File: src/rtl/core/assert_macros.svh
// ------------------------------------------------------------------------
// assert_macros.svh
// Assertion shorthands shared by the RTL files.
// ------------------------------------------------------------------------
`ifndef ASSERT_MACROS_SVH
`define ASSERT_MACROS_SVH

// Property checked at every rising clock edge, off while reset is held.
`define ASSERT_CLK(name, clk, rst_n, prop) \
	name: assert property (@(posedge clk) disable iff (!rst_n) (prop)) \
		else $error("assertion failed");

// Same-cycle implication.
`define ASSERT_IMPLIES(name, clk, rst_n, ante, cons) \
	name: assert property (@(posedge clk) disable iff (!rst_n) (ante) |-> (cons)) \
		else $error("implication failed");

// Next-cycle implication.
`define ASSERT_NEXT(name, clk, rst_n, ante, cons) \
	name: assert property (@(posedge clk) disable iff (!rst_n) (ante) |=> (cons)) \
		else $error("next-cycle implication failed");

`endif

File: src/rtl/core/bbpm_pkg.sv
// ------------------------------------------------------------------------
// bbpm_pkg
// Types, field widths and helpers for the button binding match table.
// ------------------------------------------------------------------------
`timescale 1ns / 1ps

package bbpm_pkg;

	localparam int FUNC_W   = 1;
	localparam int BUTTON_W = 5;
	localparam int MASK_W   = 32;
	localparam int CMD_W    = 10;
	localparam int BITS_W   = 6;

	localparam logic FUNC_INSERT = 1'b0;
	localparam logic FUNC_LOOKUP = 1'b1;

	typedef enum logic [2:0] {
		ST_IDLE,
		ST_WALK,
		ST_WRITE,
		ST_LINK,
		ST_DONE
	} bbpm_state_t;

	typedef struct packed {
		logic start;
		logic step;
		logic set_found;
		logic set_full;
		logic write_entry;
		logic write_link;
		logic load_out;
	} bbpm_cmd_t;

	typedef struct packed {
		logic in_range;
		logic is_lookup;
		logic table_full;
		logic cur_ok;
		logic subset_hit;
		logic go_deeper;
		logic prev_zero;
		logic out_free;
	} bbpm_status_t;

	function automatic logic [BITS_W-1:0] popcount32(input logic [MASK_W-1:0] v);
		logic [BITS_W-1:0] c;
		c = '0;
		for (int i = 0; i < MASK_W; i++) begin
			c = c + BITS_W'(v[i]);
		end
		return c;
	endfunction

endpackage

File: src/rtl/core/bbpm_in_if.sv
// ------------------------------------------------------------------------
// bbpm_in_if
// Request channel: insert or lookup item with valid/ready handshake.
// ------------------------------------------------------------------------
`timescale 1ns / 1ps

interface bbpm_in_if;
	import bbpm_pkg::*;

	logic                valid;
	logic                ready;
	logic [FUNC_W-1:0]   func;
	logic [BUTTON_W-1:0] button;
	logic [MASK_W-1:0]   modifier_mask;
	logic [CMD_W-1:0]    command;

	modport source (output valid, func, button, modifier_mask, command, input ready);
	modport sink   (input valid, func, button, modifier_mask, command, output ready);
endinterface

File: src/rtl/core/bbpm_out_if.sv
// ------------------------------------------------------------------------
// bbpm_out_if
// Response channel: matched command and table-full flag.
// ------------------------------------------------------------------------
`timescale 1ns / 1ps

interface bbpm_out_if;
	import bbpm_pkg::*;

	logic             valid;
	logic             ready;
	logic [CMD_W-1:0] found_command;
	logic             table_full;

	modport source (output valid, found_command, table_full, input ready);
	modport sink   (input valid, found_command, table_full, output ready);
endinterface

File: src/rtl/core/bbpm_ctrl.sv
// ------------------------------------------------------------------------
// bbpm_ctrl
// Sequencer for capture, list walk, entry write, relink and response.
// ------------------------------------------------------------------------
`timescale 1ns / 1ps

module bbpm_ctrl (
	input  logic                  clk,
	input  logic                  arst_n,
	input  logic                  in_valid,
	output logic                  in_ready,
	input  bbpm_pkg::bbpm_status_t sts,
	output bbpm_pkg::bbpm_cmd_t    cmd
);
	import bbpm_pkg::*;

	bbpm_state_t state_q, state_d;

	always_ff @(posedge clk or negedge arst_n) begin
		if (!arst_n) begin
			state_q <= ST_IDLE;
		end else begin
			state_q <= state_d;
		end
	end

	always_comb begin
		state_d  = state_q;
		cmd      = '0;
		in_ready = 1'b0;
		unique case (state_q)
			ST_IDLE: begin
				in_ready = 1'b1;
				if (in_valid) begin
					cmd.start = 1'b1;
					state_d   = ST_WALK;
				end
			end
			ST_WALK: begin
				// read data in this state belongs to the current link
				priority if (!sts.in_range) begin
					state_d = ST_DONE;
				end else if (sts.is_lookup) begin
					priority if (!sts.cur_ok) begin
						state_d = ST_DONE;
					end else if (sts.subset_hit) begin
						cmd.set_found = 1'b1;
						state_d       = ST_DONE;
					end else begin
						cmd.step = 1'b1;
					end
				end else begin
					priority if (sts.table_full) begin
						cmd.set_full = 1'b1;
						state_d      = ST_DONE;
					end else if (sts.cur_ok && sts.go_deeper) begin
						cmd.step = 1'b1;
					end else begin
						state_d = ST_WRITE;
					end
				end
			end
			ST_WRITE: begin
				cmd.write_entry = 1'b1;
				state_d = sts.prev_zero ? ST_DONE : ST_LINK;
			end
			ST_LINK: begin
				cmd.write_link = 1'b1;
				state_d        = ST_DONE;
			end
			ST_DONE: begin
				if (sts.out_free) begin
					cmd.load_out = 1'b1;
					state_d      = ST_IDLE;
				end
			end
			default: begin
				state_d = ST_IDLE;
			end
		endcase
	end
endmodule

File: src/rtl/core/bbpm_datapath.sv
// ------------------------------------------------------------------------
// bbpm_datapath
// Head table, entry memories, walk pointers and response register.
// ------------------------------------------------------------------------
`timescale 1ns / 1ps

module bbpm_datapath #(
	parameter int BUTTONS = 32,
	parameter int ENTRIES = 64
) (
	input  logic                          clk,
	input  logic                          arst_n,
	input  bbpm_pkg::bbpm_cmd_t           cmd,
	output bbpm_pkg::bbpm_status_t        sts,
	input  logic [bbpm_pkg::FUNC_W-1:0]   in_func,
	input  logic [bbpm_pkg::BUTTON_W-1:0] in_button,
	input  logic [bbpm_pkg::MASK_W-1:0]   in_mask,
	input  logic [bbpm_pkg::CMD_W-1:0]    in_command,
	input  logic                          out_ready,
	output logic                          out_valid,
	output logic [bbpm_pkg::CMD_W-1:0]    out_found_command,
	output logic                          out_table_full
);
	import bbpm_pkg::*;

	// links and counts hold index+1, so they need room for ENTRIES itself
	localparam int LW = $clog2(ENTRIES + 1);
	localparam int IW = (ENTRIES > 1) ? $clog2(ENTRIES) : 1;
	localparam int BW = (BUTTONS > 1) ? $clog2(BUTTONS) : 1;

	logic [FUNC_W-1:0]   func_q;
	logic [BUTTON_W-1:0] button_q;
	logic [MASK_W-1:0]   mask_q;
	logic [CMD_W-1:0]    command_q;
	logic [BITS_W-1:0]   cb_q;

	logic [LW-1:0] cur_q, prev_q, steps_q, count_q;
	logic [LW-1:0] head_q [BUTTONS];

	logic [CMD_W-1:0] found_q;
	logic             full_q;
	logic             out_valid_q;
	logic [CMD_W-1:0] out_found_q;
	logic             out_full_q;

	logic [MASK_W-1:0] mem_mask [ENTRIES];
	logic [CMD_W-1:0]  mem_cmd  [ENTRIES];
	logic [BITS_W-1:0] mem_bits [ENTRIES];
	logic [LW-1:0]     mem_next [ENTRIES];

	logic [MASK_W-1:0] rd_mask_q;
	logic [CMD_W-1:0]  rd_cmd_q;
	logic [BITS_W-1:0] rd_bits_q;
	logic [LW-1:0]     rd_next_q;

	logic          load_cur;
	logic [LW-1:0] cur_d, cur_m1, prev_m1, count_inc;
	logic [IW-1:0] rd_addr, wr_idx, link_idx;
	logic          cur_link_ok;

	assign load_cur  = cmd.start | cmd.step;
	assign cur_d     = cmd.start ? head_q[in_button[BW-1:0]] : rd_next_q;
	assign cur_m1    = cur_d - LW'(1);
	assign rd_addr   = cur_m1[IW-1:0];
	assign prev_m1   = prev_q - LW'(1);
	assign link_idx  = prev_m1[IW-1:0];
	assign wr_idx    = count_q[IW-1:0];
	assign count_inc = count_q + LW'(1);

	assign cur_link_ok = (cur_q != '0) && (cur_q <= LW'(ENTRIES));

	// item capture
	always_ff @(posedge clk) begin
		if (cmd.start) begin
			func_q    <= in_func;
			button_q  <= in_button;
			mask_q    <= in_mask;
			command_q <= in_command;
			cb_q      <= popcount32(in_mask);
		end
	end

	// walk pointers, fill count, list heads
	always_ff @(posedge clk or negedge arst_n) begin
		if (!arst_n) begin
			cur_q   <= '0;
			prev_q  <= '0;
			steps_q <= '0;
			count_q <= '0;
			for (int b = 0; b < BUTTONS; b++) begin
				head_q[b] <= '0;
			end
		end else begin
			if (cmd.start) begin
				prev_q  <= '0;
				steps_q <= '0;
			end else if (cmd.step) begin
				prev_q  <= cur_q;
				steps_q <= steps_q + LW'(1);
			end
			if (load_cur) begin
				cur_q <= cur_d;
			end
			if (cmd.write_entry) begin
				count_q <= count_inc;
				if (prev_q == '0) begin
					head_q[button_q[BW-1:0]] <= count_inc;
				end
			end
		end
	end

	// entry payload memory, read at the link being loaded
	always_ff @(posedge clk) begin
		if (cmd.write_entry) begin
			mem_mask[wr_idx] <= mask_q;
			mem_cmd[wr_idx]  <= command_q;
			mem_bits[wr_idx] <= cb_q;
		end
		if (load_cur) begin
			rd_mask_q <= mem_mask[rd_addr];
			rd_cmd_q  <= mem_cmd[rd_addr];
			rd_bits_q <= mem_bits[rd_addr];
		end
	end

	// next-link memory; predecessor relink happens in the cycle after the entry write,
	// when count_q already holds the new entry's index+1
	always_ff @(posedge clk) begin
		if (cmd.write_entry) begin
			mem_next[wr_idx] <= cur_link_ok ? cur_q : '0;
		end else if (cmd.write_link) begin
			mem_next[link_idx] <= count_q;
		end
		if (load_cur) begin
			rd_next_q <= mem_next[rd_addr];
		end
	end

	// per-item result
	always_ff @(posedge clk) begin
		if (cmd.start) begin
			found_q <= '0;
			full_q  <= 1'b0;
		end else begin
			if (cmd.set_found) begin
				found_q <= rd_cmd_q;
			end
			if (cmd.set_full) begin
				full_q <= 1'b1;
			end
		end
	end

	// response register
	always_ff @(posedge clk or negedge arst_n) begin
		if (!arst_n) begin
			out_valid_q <= 1'b0;
		end else if (cmd.load_out) begin
			out_valid_q <= 1'b1;
		end else if (out_ready) begin
			out_valid_q <= 1'b0;
		end
	end

	always_ff @(posedge clk) begin
		if (cmd.load_out) begin
			out_found_q <= found_q;
			out_full_q  <= full_q;
		end
	end

	assign out_valid         = out_valid_q;
	assign out_found_command = out_found_q;
	assign out_table_full    = out_full_q;

	always_comb begin
		sts.in_range   = {1'b0, button_q} < (BUTTON_W + 1)'(BUTTONS);
		sts.is_lookup  = (func_q == FUNC_LOOKUP);
		sts.table_full = (count_q >= LW'(ENTRIES));
		sts.cur_ok     = cur_link_ok && (steps_q < LW'(ENTRIES));
		sts.subset_hit = ((mask_q & rd_mask_q) == rd_mask_q);
		sts.go_deeper  = (cb_q < rd_bits_q);
		sts.prev_zero  = (prev_q == '0);
		sts.out_free   = !out_valid_q || out_ready;
	end
endmodule

File: src/rtl/core/button_binding_priority_match.sv
// ------------------------------------------------------------------------
// button_binding_priority_match
// Button binding table: per-button lists sorted by modifier count, with
// most-specific subset lookup.
//
//   channel  dir  handshake     payload
//   req      in   valid/ready   func, button, modifier_mask, command
//   rsp      out  valid/ready   found_command, table_full
//
// One item at a time; the walk reads one list entry per cycle. A lookup stops
// at the first entry whose mask is a subset of the item's mask, or at the end
// of the list; an insert walks past entries with more modifier bits, writes
// the new entry and then, when it links behind an entry, relinks it.
// req is ready again once the result is registered; a stalled rsp holds the
// controller in DONE. Reset empties all lists; entry memories are not cleared.
// ------------------------------------------------------------------------
`timescale 1ns / 1ps

`include "assert_macros.svh"

module button_binding_priority_match #(
	parameter int BUTTONS = 32,
	parameter int ENTRIES = 64
) (
	input  logic        clk,
	input  logic        arst_n,
	bbpm_in_if.sink     req,
	bbpm_out_if.source  rsp
);
	import bbpm_pkg::*;

	bbpm_cmd_t    cmd;
	bbpm_status_t sts;

	bbpm_ctrl u_ctrl (
		.clk      (clk),
		.arst_n   (arst_n),
		.in_valid (req.valid),
		.in_ready (req.ready),
		.sts      (sts),
		.cmd      (cmd)
	);

	bbpm_datapath #(
		.BUTTONS (BUTTONS),
		.ENTRIES (ENTRIES)
	) u_datapath (
		.clk               (clk),
		.arst_n            (arst_n),
		.cmd               (cmd),
		.sts               (sts),
		.in_func           (req.func),
		.in_button         (req.button),
		.in_mask           (req.modifier_mask),
		.in_command        (req.command),
		.out_ready         (rsp.ready),
		.out_valid         (rsp.valid),
		.out_found_command (rsp.found_command),
		.out_table_full    (rsp.table_full)
	);

	`ASSERT_IMPLIES(a_step_on_live_link, clk, arst_n, cmd.step, sts.cur_ok)
	`ASSERT_IMPLIES(a_write_only_with_room, clk, arst_n, cmd.write_entry,
		sts.in_range && !sts.table_full && !sts.is_lookup)
	`ASSERT_IMPLIES(a_relink_has_prev, clk, arst_n, cmd.write_link, !sts.prev_zero)
	`ASSERT_IMPLIES(a_load_out_when_free, clk, arst_n, cmd.load_out, sts.out_free)
	`ASSERT_NEXT(a_busy_after_accept, clk, arst_n, req.valid && req.ready, !req.ready)
endmodule
File: src/flat_wrapper.sv
// flat-port wrapper written by rule: the top's interface ports become plain ports
module button_binding_priority_match_flat import bbpm_pkg::*;
#(
	parameter int BUTTONS = 32,
	parameter int ENTRIES = 64
)
  (clk, arst_n, req_valid, req_func, req_button, req_modifier_mask, req_command, req_ready, rsp_valid, rsp_found_command, rsp_table_full, rsp_ready);
  bbpm_in_if req_i ();
  bbpm_out_if rsp_i ();
  input  logic clk;
  input  logic arst_n;
  input wire logic [$bits(req_i.valid)-1:0] req_valid;
  input wire logic [$bits(req_i.func)-1:0] req_func;
  input wire logic [$bits(req_i.button)-1:0] req_button;
  input wire logic [$bits(req_i.modifier_mask)-1:0] req_modifier_mask;
  input wire logic [$bits(req_i.command)-1:0] req_command;
  output wire logic [$bits(req_i.ready)-1:0] req_ready;
  output wire logic [$bits(rsp_i.valid)-1:0] rsp_valid;
  output wire logic [$bits(rsp_i.found_command)-1:0] rsp_found_command;
  output wire logic [$bits(rsp_i.table_full)-1:0] rsp_table_full;
  input wire logic [$bits(rsp_i.ready)-1:0] rsp_ready;
  assign req_i.valid = req_valid;
  assign req_i.func = req_func;
  assign req_i.button = req_button;
  assign req_i.modifier_mask = req_modifier_mask;
  assign req_i.command = req_command;
  assign req_ready = req_i.ready;
  assign rsp_valid = rsp_i.valid;
  assign rsp_found_command = rsp_i.found_command;
  assign rsp_table_full = rsp_i.table_full;
  assign rsp_i.ready = rsp_ready;
  button_binding_priority_match #(.BUTTONS(BUTTONS), .ENTRIES(ENTRIES)) u_core (.clk(clk), .arst_n(arst_n), .req(req_i), .rsp(rsp_i));
endmodule
File: config.mk
export PLATFORM = sky130hd
export DESIGN_NAME = button_binding_priority_match_flat
export DESIGN_NICKNAME = d
export VERILOG_FILES = /design/src/rtl/core/bbpm_pkg.sv /design/src/rtl/core/bbpm_in_if.sv /design/src/rtl/core/bbpm_out_if.sv /design/src/rtl/core/bbpm_ctrl.sv /design/src/rtl/core/bbpm_datapath.sv /design/src/rtl/core/button_binding_priority_match.sv /design/src/flat_wrapper.sv
export VERILOG_INCLUDE_DIRS = /design/src /design/src/rtl/core
export SDC_FILE = /design/constraint.sdc
export NUM_CORES = 2
export LEC_CHECK = 0
export ABC_CLOCK_PERIOD_IN_PS = 10500
export BUFFER_PORTS_ARGS = -buffer_cell sky130_fd_sc_hd__buf_2
export CAP_MARGIN = 20
export CORE_ASPECT_RATIO = 1.5
export CORE_MARGIN = 3
export CORE_UTILIZATION = 40
export DETAILED_ROUTE_END_ITERATION = 8
export SYNTH_ARGS = -nofsm -noshare
export SYNTH_HDL_FRONTEND = slang
export SYNTH_HIERARCHICAL = 1
export SYNTH_SLANG_ARGS = --single-unit
File: constraint.sdc
create_clock -name clk -period 10.5 [get_ports clk]
set_input_delay 1.05 -clock clk [delete_from_list [all_inputs] [get_ports clk]]
set_output_delay 1.05 -clock clk [all_outputs]
set_load 0.005 [all_outputs]
# Word level (Yosys, flattened, before mapping)
# Memory sizes are Yosys's and may differ from the RTL's. A register that Yosys moved wholly into a read port is not among the register bits.
# Index checks and enable logic that the tools add are counted.
[totals]
regBits = 332
ramBits = 3520
input_bits = 52
output_inout_bits = 13
elab_cells = 168
n_memories = 4
[op_classes]
addsub = 35
order_cmp = 7
eq_ne = 9
n_mux = 48
n_bitwise = 4
reduce_logical = 14
[mem_list]
columns = ["name", "depth", "word_bits", "read_ports", "rd_ports_with_merged_regs", "wr", "line_no", "source"]
rows = [
  ["u_core.u_datapath.mem_mask", 64, 32, 1, 1, 1, "bbpm_datapath.sv:46", "logic [MASK_W-1:0] mem_mask [ENTRIES];"],
  ["u_core.u_datapath.mem_cmd", 64, 10, 1, 1, 1, "bbpm_datapath.sv:47", "logic [CMD_W-1:0] mem_cmd [ENTRIES];"],
  ["u_core.u_datapath.mem_next", 64, 7, 1, 1, 1, "bbpm_datapath.sv:49", "logic [LW-1:0] mem_next [ENTRIES];"],
  ["u_core.u_datapath.mem_bits", 64, 6, 1, 1, 1, "bbpm_datapath.sv:48", "logic [BITS_W-1:0] mem_bits [ENTRIES];"],
]
[op_table]
columns = ["operator", "n"]
rows = [
  ["$bwmux W224", 1],
  ["$add A6 B1 Y6", 26],
  ["$mux W7", 10],
  ["$bmux W7 S5", 1],
  ["$demux W7 S5", 1],
  ["$and A32 B32 Y32", 1],
  ["$eq A32 B32 Y1", 1],
  ["$mux W3", 9],
  ["$mux W1", 23],
  ["$pmux W3 S5", 1],
  ["$add A7 B1 Y7 const B", 2],
  ["$ge A6 B6 Y1 const B", 2],
  ["$not A5 Y6", 2],
  ["$sub A6 B1 Y6 const B", 2],
  ["$ne A4 B3 Y1 const B", 2],
  ["$ge A7 B7 Y1 const B", 1],
  ["$le A7 B7 Y1 const B", 1],
  ["$logic_not A7 Y1", 1],
  ["$lt A7 B7 Y1 const B", 1],
  ["$reduce_bool A7 Y1", 1],
  ["$reduce_or A7 Y1", 1],
  ["$add A5 B1 Y6", 1],
  ["$eq A3 B2 Y1 const B", 2],
  ["$lt A6 B1 Y1 const B", 1],
  ["19 further kinds", 23],
]

# Depth between registers and ports, before layout
[depth]
depth_word = 31
depth_mapped = 24
depth_no_buf = 15

# Hierarchy
# Netlist, hierarchy kept.
[by_module_without_submodules]
columns = ["module", "n_inst", "cells_each", "area_each_um2", "seq_area_each_um2"]
rows = [
  ["bbpm_datapath", 1, 13909, 182881.6, 115856.1],
  ["bbpm_ctrl", 1, 28, 267.8, 75.1],
]

# Worst setup path before layout
# No wires, ideal clock.
[synth_timing]
path_type = "input port to flip-flop"
from = "in req_valid"
to = "reg u_core.u_datapath.rd_next_q[4], read port of u_core.u_datapath.mem_next (data pin)"
setup_time_ns = 0.272
t_arrival_ns = 6.501
required_time_ns = 10.228
path_slack_ns = 3.728
path_stages = 19
n_path_buf = 9
path_cell_list = "and2_1 -> buf_2 -> inv_1 -> a21oi_1 -> a21o_1 -> inv_2 -> clkbuf_1 -> ha_1 -> clkbuf_1 -> clkbuf_1 -> clkbuf_1 -> buf_2 -> buf_2 -> buf_1 -> clkbuf_1 -> o21ai_0 -> a31oi_1 -> a21oi_1 -> mux4_2"
[synth_between]
elab_chain_cells = 4
elab_cells_between_ends = 5
cone_classes = "add/sub: 1; mux: 3; bitwise: 1"
[synth_lines]
columns = ["item", "line_no", "source"]
rows = [
  ["start: declaration", "flat_wrapper.sv:12", "input wire logic [$bits(req_i.valid)-1:0] req_valid;"],
  ["$mux W1 (*)", "bbpm_ctrl.sv:34", "if (in_valid) begin"],
  ["$mux W1 (*)", "bbpm_ctrl.sv:31", "unique case (state_q)"],
  ["$mux W7", "bbpm_datapath.sv:62", "assign cur_d = cmd.start ? head_q[in_button[BW-1:0]] : rd_next_q;"],
  ["$sub A6 B1 Y6", "bbpm_datapath.sv:63", "assign cur_m1 = cur_d - LW'(1);"],
  ["end: declaration", "bbpm_datapath.sv:54", "logic [LW-1:0] rd_next_q;"],
]
# Every way passes the cells marked *; elsewhere a longest branch is shown, timed or not.
# A chain may end at the register's enable or synchronous reset.

# Worst setup path in the final report
[layout_timing]
from = "in req_button[0]"
to = "reg u_core.u_datapath.rd_mask_q[2], read port of u_core.u_datapath.mem_mask (data pin)"
[layout_between]
elab_chain_cells = 6
[layout_lines]
columns = ["item", "line_no", "source"]
rows = [
  ["start: declaration", "flat_wrapper.sv:14", "input wire logic [$bits(req_i.button)-1:0] req_button;"],
  ["$not A5 Y6 (implied by the code)", "bbpm_datapath.sv:62", ""],
  ["$bmux W7 S5", "bbpm_datapath.sv:62", ""],
  ["$mux W7 (implied by the code) (2 in series)", "bbpm_datapath.sv:62", ""],
  ["$mux W7", "bbpm_datapath.sv:62", ""],
  ["$sub A6 B1 Y6", "bbpm_datapath.sv:63", ""],
  ["end: declaration", "bbpm_datapath.sv:51", "logic [MASK_W-1:0] rd_mask_q;"],
]
# Every way passes these cells. The select of a mux whose other input is x is not followed.

==> summary.md <==
| Metric | Value |
|---|---|
| Crit Path Category | in2reg |
| Global Route Usage Sum | 26.61% |
| GPL Wtd Cong | 0.8453 |
| GRT overflow | 0 |
| HPWL Detailed | 361.6 mm |
| Adder-Cell Fraction of Synth Area | 0.3785% |
| Core box area | 454900 um2 |
| Clock sinks | 3907 |
| DIE WIDTH | 558.5 um |
| Hold Path Class | in2async |
| Largest net degree at the start of global routing | 219 |
| Static Leakage | 64.09 nW |
| Area Growth Syn to Fin | 10.28% |
| Via Count | 130928 |
| Die H | 834.7 um |
| Worst-case clock buffer depth | 4 |
| Post-Synth XOR/XNOR Area | 0.1237% |
| Initial Util | 40.26% |
| Cell Area, Synth | 183100 um2 |
| Asr flop ratio synth | 6.552% |
| Rows | 303 |
| Most common cell in the netlist | edfxtp_1 |
| Critical path required time | 11.15 ns |
| CTS Hold Bufs | 0 |
| Synth Area in Simple Gates | 8.792% |
| Io pins | 65 |
| Syn. warnings | 6 |
| Largest family of logic cells by synthesized area | compound AO/OA/AOI/OAI gates |
| Drt drc | 0 |
| Largest cells by area after synthesis | edfxtp_1, mux2i_1, a2111oi_0, dfrtp_1, o221ai_1 |
| Fraction of layout cells with a size suffix above 1 | 10.22% |
| DR vias/cell | 6.643 |
| Mapped Cells | 13937 |
| Startpoint Class | input port |
| Routed WL | 639.0 mm |
| Critical Path AT | 8.30 ns |
| Fmax | 0.1308 GHz |
| Power, Total | 72.16 mW |
| Syn_nets | 14030 |
| Yosys cell types | 89 |
| Pwr Density | 357.2 nW/um2 |
| Drt first pass iters | 6 |
| Number of flops mapped to enable cells by yosys | 3640 |
| Synth Area in Compound Gates | 15.89% |
| Total CTS buffers | 368 |
| Placed instance count | 19015 |
| CTS Root Buffer Type | clkbuf_16 |
| Avg WL per Cell | 32.42 um |
| CTS HTree Levels | 5 |
| Final hold viol count | 0 |
| Vias in the first global route | 128077 |
| Top cell type by total area after synthesis | edfxtp_1 |
| Final instance area | 202000 um2 |
| Pins Over Slew Limit | 0 |
| RSZ-0062 raised after global routing | no |
| Mux cell area share after synthesis | 8.107% |
| Initial antenna violation count | 30 |
| Number of I/O port buffers | 64 |
| CTS resizes | 0 |
| Area after DPL | 190300 um2 |
| Die footprint | 466200 um2 |
| Final #Nets | 13532 |
| Yosys reg bits | 3907 |
| Worst-path clk slew | 0.06 ns |
| Min Tclk post-route | 7.645 ns |
| Avg Synthesized Cell Area | 13.14 um2 |
| Critical-path cell list | buf_4 -> buf_4 -> mux2i_1 -> mux4_2 -> a222oi_1 -> buf_4 -> a21o_4 -> inv_2 -> ha_4 -> buf_12 -> buf_12 -> buf_12 -> nor2b_1 -> a2111oi_0 -> a31oi_1 -> o221ai_1 -> a21oi_1 -> mux4_2 -> mux2i_1 -> mux2i_1 |
| CP Capture Type | flip-flop |
| Maximum capacitance violations | 0 |
| First-pass GRT wire length | 913.5 mm |
| Final setup viols | 0 |
| CTS tree | yes |
| Status | complete, no violations |
| Tcrit/Tclk final | 72.81% |
| Sum Neg Setup Slack | 0 ns |
| Worst-Margin Slew | 1.338 ns |
| Non-Filler Instances | 19710 |
| Crit Path Max Fanout | 115 |
| Top cell type's share of synthesized area | 59.68% |
| Clock latency on the worst-skew pair | 0.97 ns |
| Top_reg_cell synth | edfxtp_1 |
| Peak supply drop | 0.4252 mV |
| FILL cells | 40798 |
| Post-route antenna net violation count | 0 |
| Initial DRC count | 15477 |
| Top cells by count, synth | edfxtp_1, clkbuf_1, mux2i_1 |
| Worst Clk Skew | 0.09003 ns |
| Slowest cell on crit path | mux2i_1 |
| Total setup buffers inserted after CTS | 0 |
| Relative slew slack | 10.78% |
| Crit-path max cell delay | 0.74 ns |
| Register area share after synthesis | 63.30% |
==> layout by cell type, fill, tap and decap left out, drive strengths merged, types with 31 or more instances in the layout <==
master / Yosys / layout
o21ai: 905 / 905
mux2i: 1014 / 1014
o221ai: 634 / 634
nor2: 699 / 699
edfxtp: 3640 / 3640
a211oi: 491 / 491
clkinv: 2 / 150
buf: 299 / 543
clkbuf: 1113 / 463
nor2b: 772 / 772
nor3: 498 / 498
or3: 645 / 645
nand3: 74 / 74
o22a: 85 / 85
dfrtp: 256 / 256
a21oi: 392 / 392
nand2: 191 / 191
inv: 96 / 108
nand4: 64 / 64
mux4: 172 / 172
a31oi: 743 / 743
a2111oi: 773 / 773
diode: 0 / 31
mux2: 70 / 70
o22ai: 36 / 36
==> sequential cells by signal, indices dropped and copies added (netlist names), 10 cells and up <==
register	flops
u_core/u_datapath/rd_mask_q	32
u_core/u_datapath/out_found_command	10
u_core/u_datapath/mem_mask	2048
u_core/u_datapath/rd_cmd_q	10
u_core/u_datapath/head_q	224
u_core/u_datapath/mem_bits	384
u_core/u_datapath/found_q	10
u_core/u_datapath/mem_cmd	640
u_core/u_datapath/command_q	10
u_core/u_datapath/mem_next	448
u_core/u_datapath/mask_q	32
==> stage by stage <==
stage	setup WS [ns]	util, %	hold WS (ns)
4_1_cts	2.959	44.38	0.1216
5_1_grt	2.394	44.39	0.1583
6_report	2.855	44.40	0.1110
2_1_floorplan	3.728	-	0.4076
3_3_place_gp	2.067	41.81	0.4141
3_5_place_dp	1.928	41.82	0.4204
==> cell type report <==
type / instances / area, um2 / area share (%)
antenna: 31 / 77.57 / 0.03841
sequential: 3907 / 115900 / 57.40
timing repair buffer: 544 / 4862 / 2.407
clock buffer: 462 / 9927 / 4.915
inverter: 98 / 377.9 / 0.1871
clock inverter: 201 / 1709 / 0.8462
multi-input combinational: 8520 / 61660 / 30.53
tap: 5947 / 7441 / 3.684
==> layer usage <==
layer	up-vias	wire, um	GRT usage, %
li1	55354	-	-
met1	67028	232700	32.13
met2	6733	305200	44.01
met3	1805	50300	3.839
met4	8	50870	18.30
met5	-	56	0
==> path summary, 6_finish.rpt <==
path	from	slack, ns	depth (start not counted)	to
worst min register to register	u_core/u_datapath/found_q[7]	0.44	0	u_core/u_datapath/out_found_command[7]
worst min-delay path	arst_n	0.11	1	u_core/u_datapath/head_q[64]
max in group asynchronous	arst_n	8.95	2	u_core/u_datapath/head_q[213]
worst max-delay path	req_button[0]	2.85	20	u_core/u_datapath/rd_mask_q[2]
worst max register to register	u_core/u_ctrl/state_q[2]	3.46	19	u_core/u_datapath/rd_mask_q[2]
min in group clk	req_command[8]	0.27	1	u_core/u_datapath/command_q[8]
==> cell families after synthesis <==
kind of cell	count (synthesis)
compound gates	4173
xor+xnor	25
fa+ha+maj	41
buf+inv	1510
flops	3907
mux	1256
other cells	1
simple gates	3024
==> critical path: cells and delay by family <==
| family | cells | cell delay [ns] |
|---|---|---|
| AOI/OAI and AO/OA | 6 | 1.44 |
| muxes | 5 | 2.00 |
| and+or+nand+nor | 1 | 0.10 |
| buffers and inverters | 7 | 2.80 |
| adders and majority gates | 1 | 0.56 |
==> power by group <==
group	total, mW	internal (mW)	switching (mW)	leakage (nW)
clock	13.3	7.38	5.96	5.69
combinational	39.7	12.9	26.8	22.0
sequential	19.2	18.7	0.433	36.4
total	72.2	39.0	33.2	64.1
Note: power is estimated with default switching activity, not from simulation.
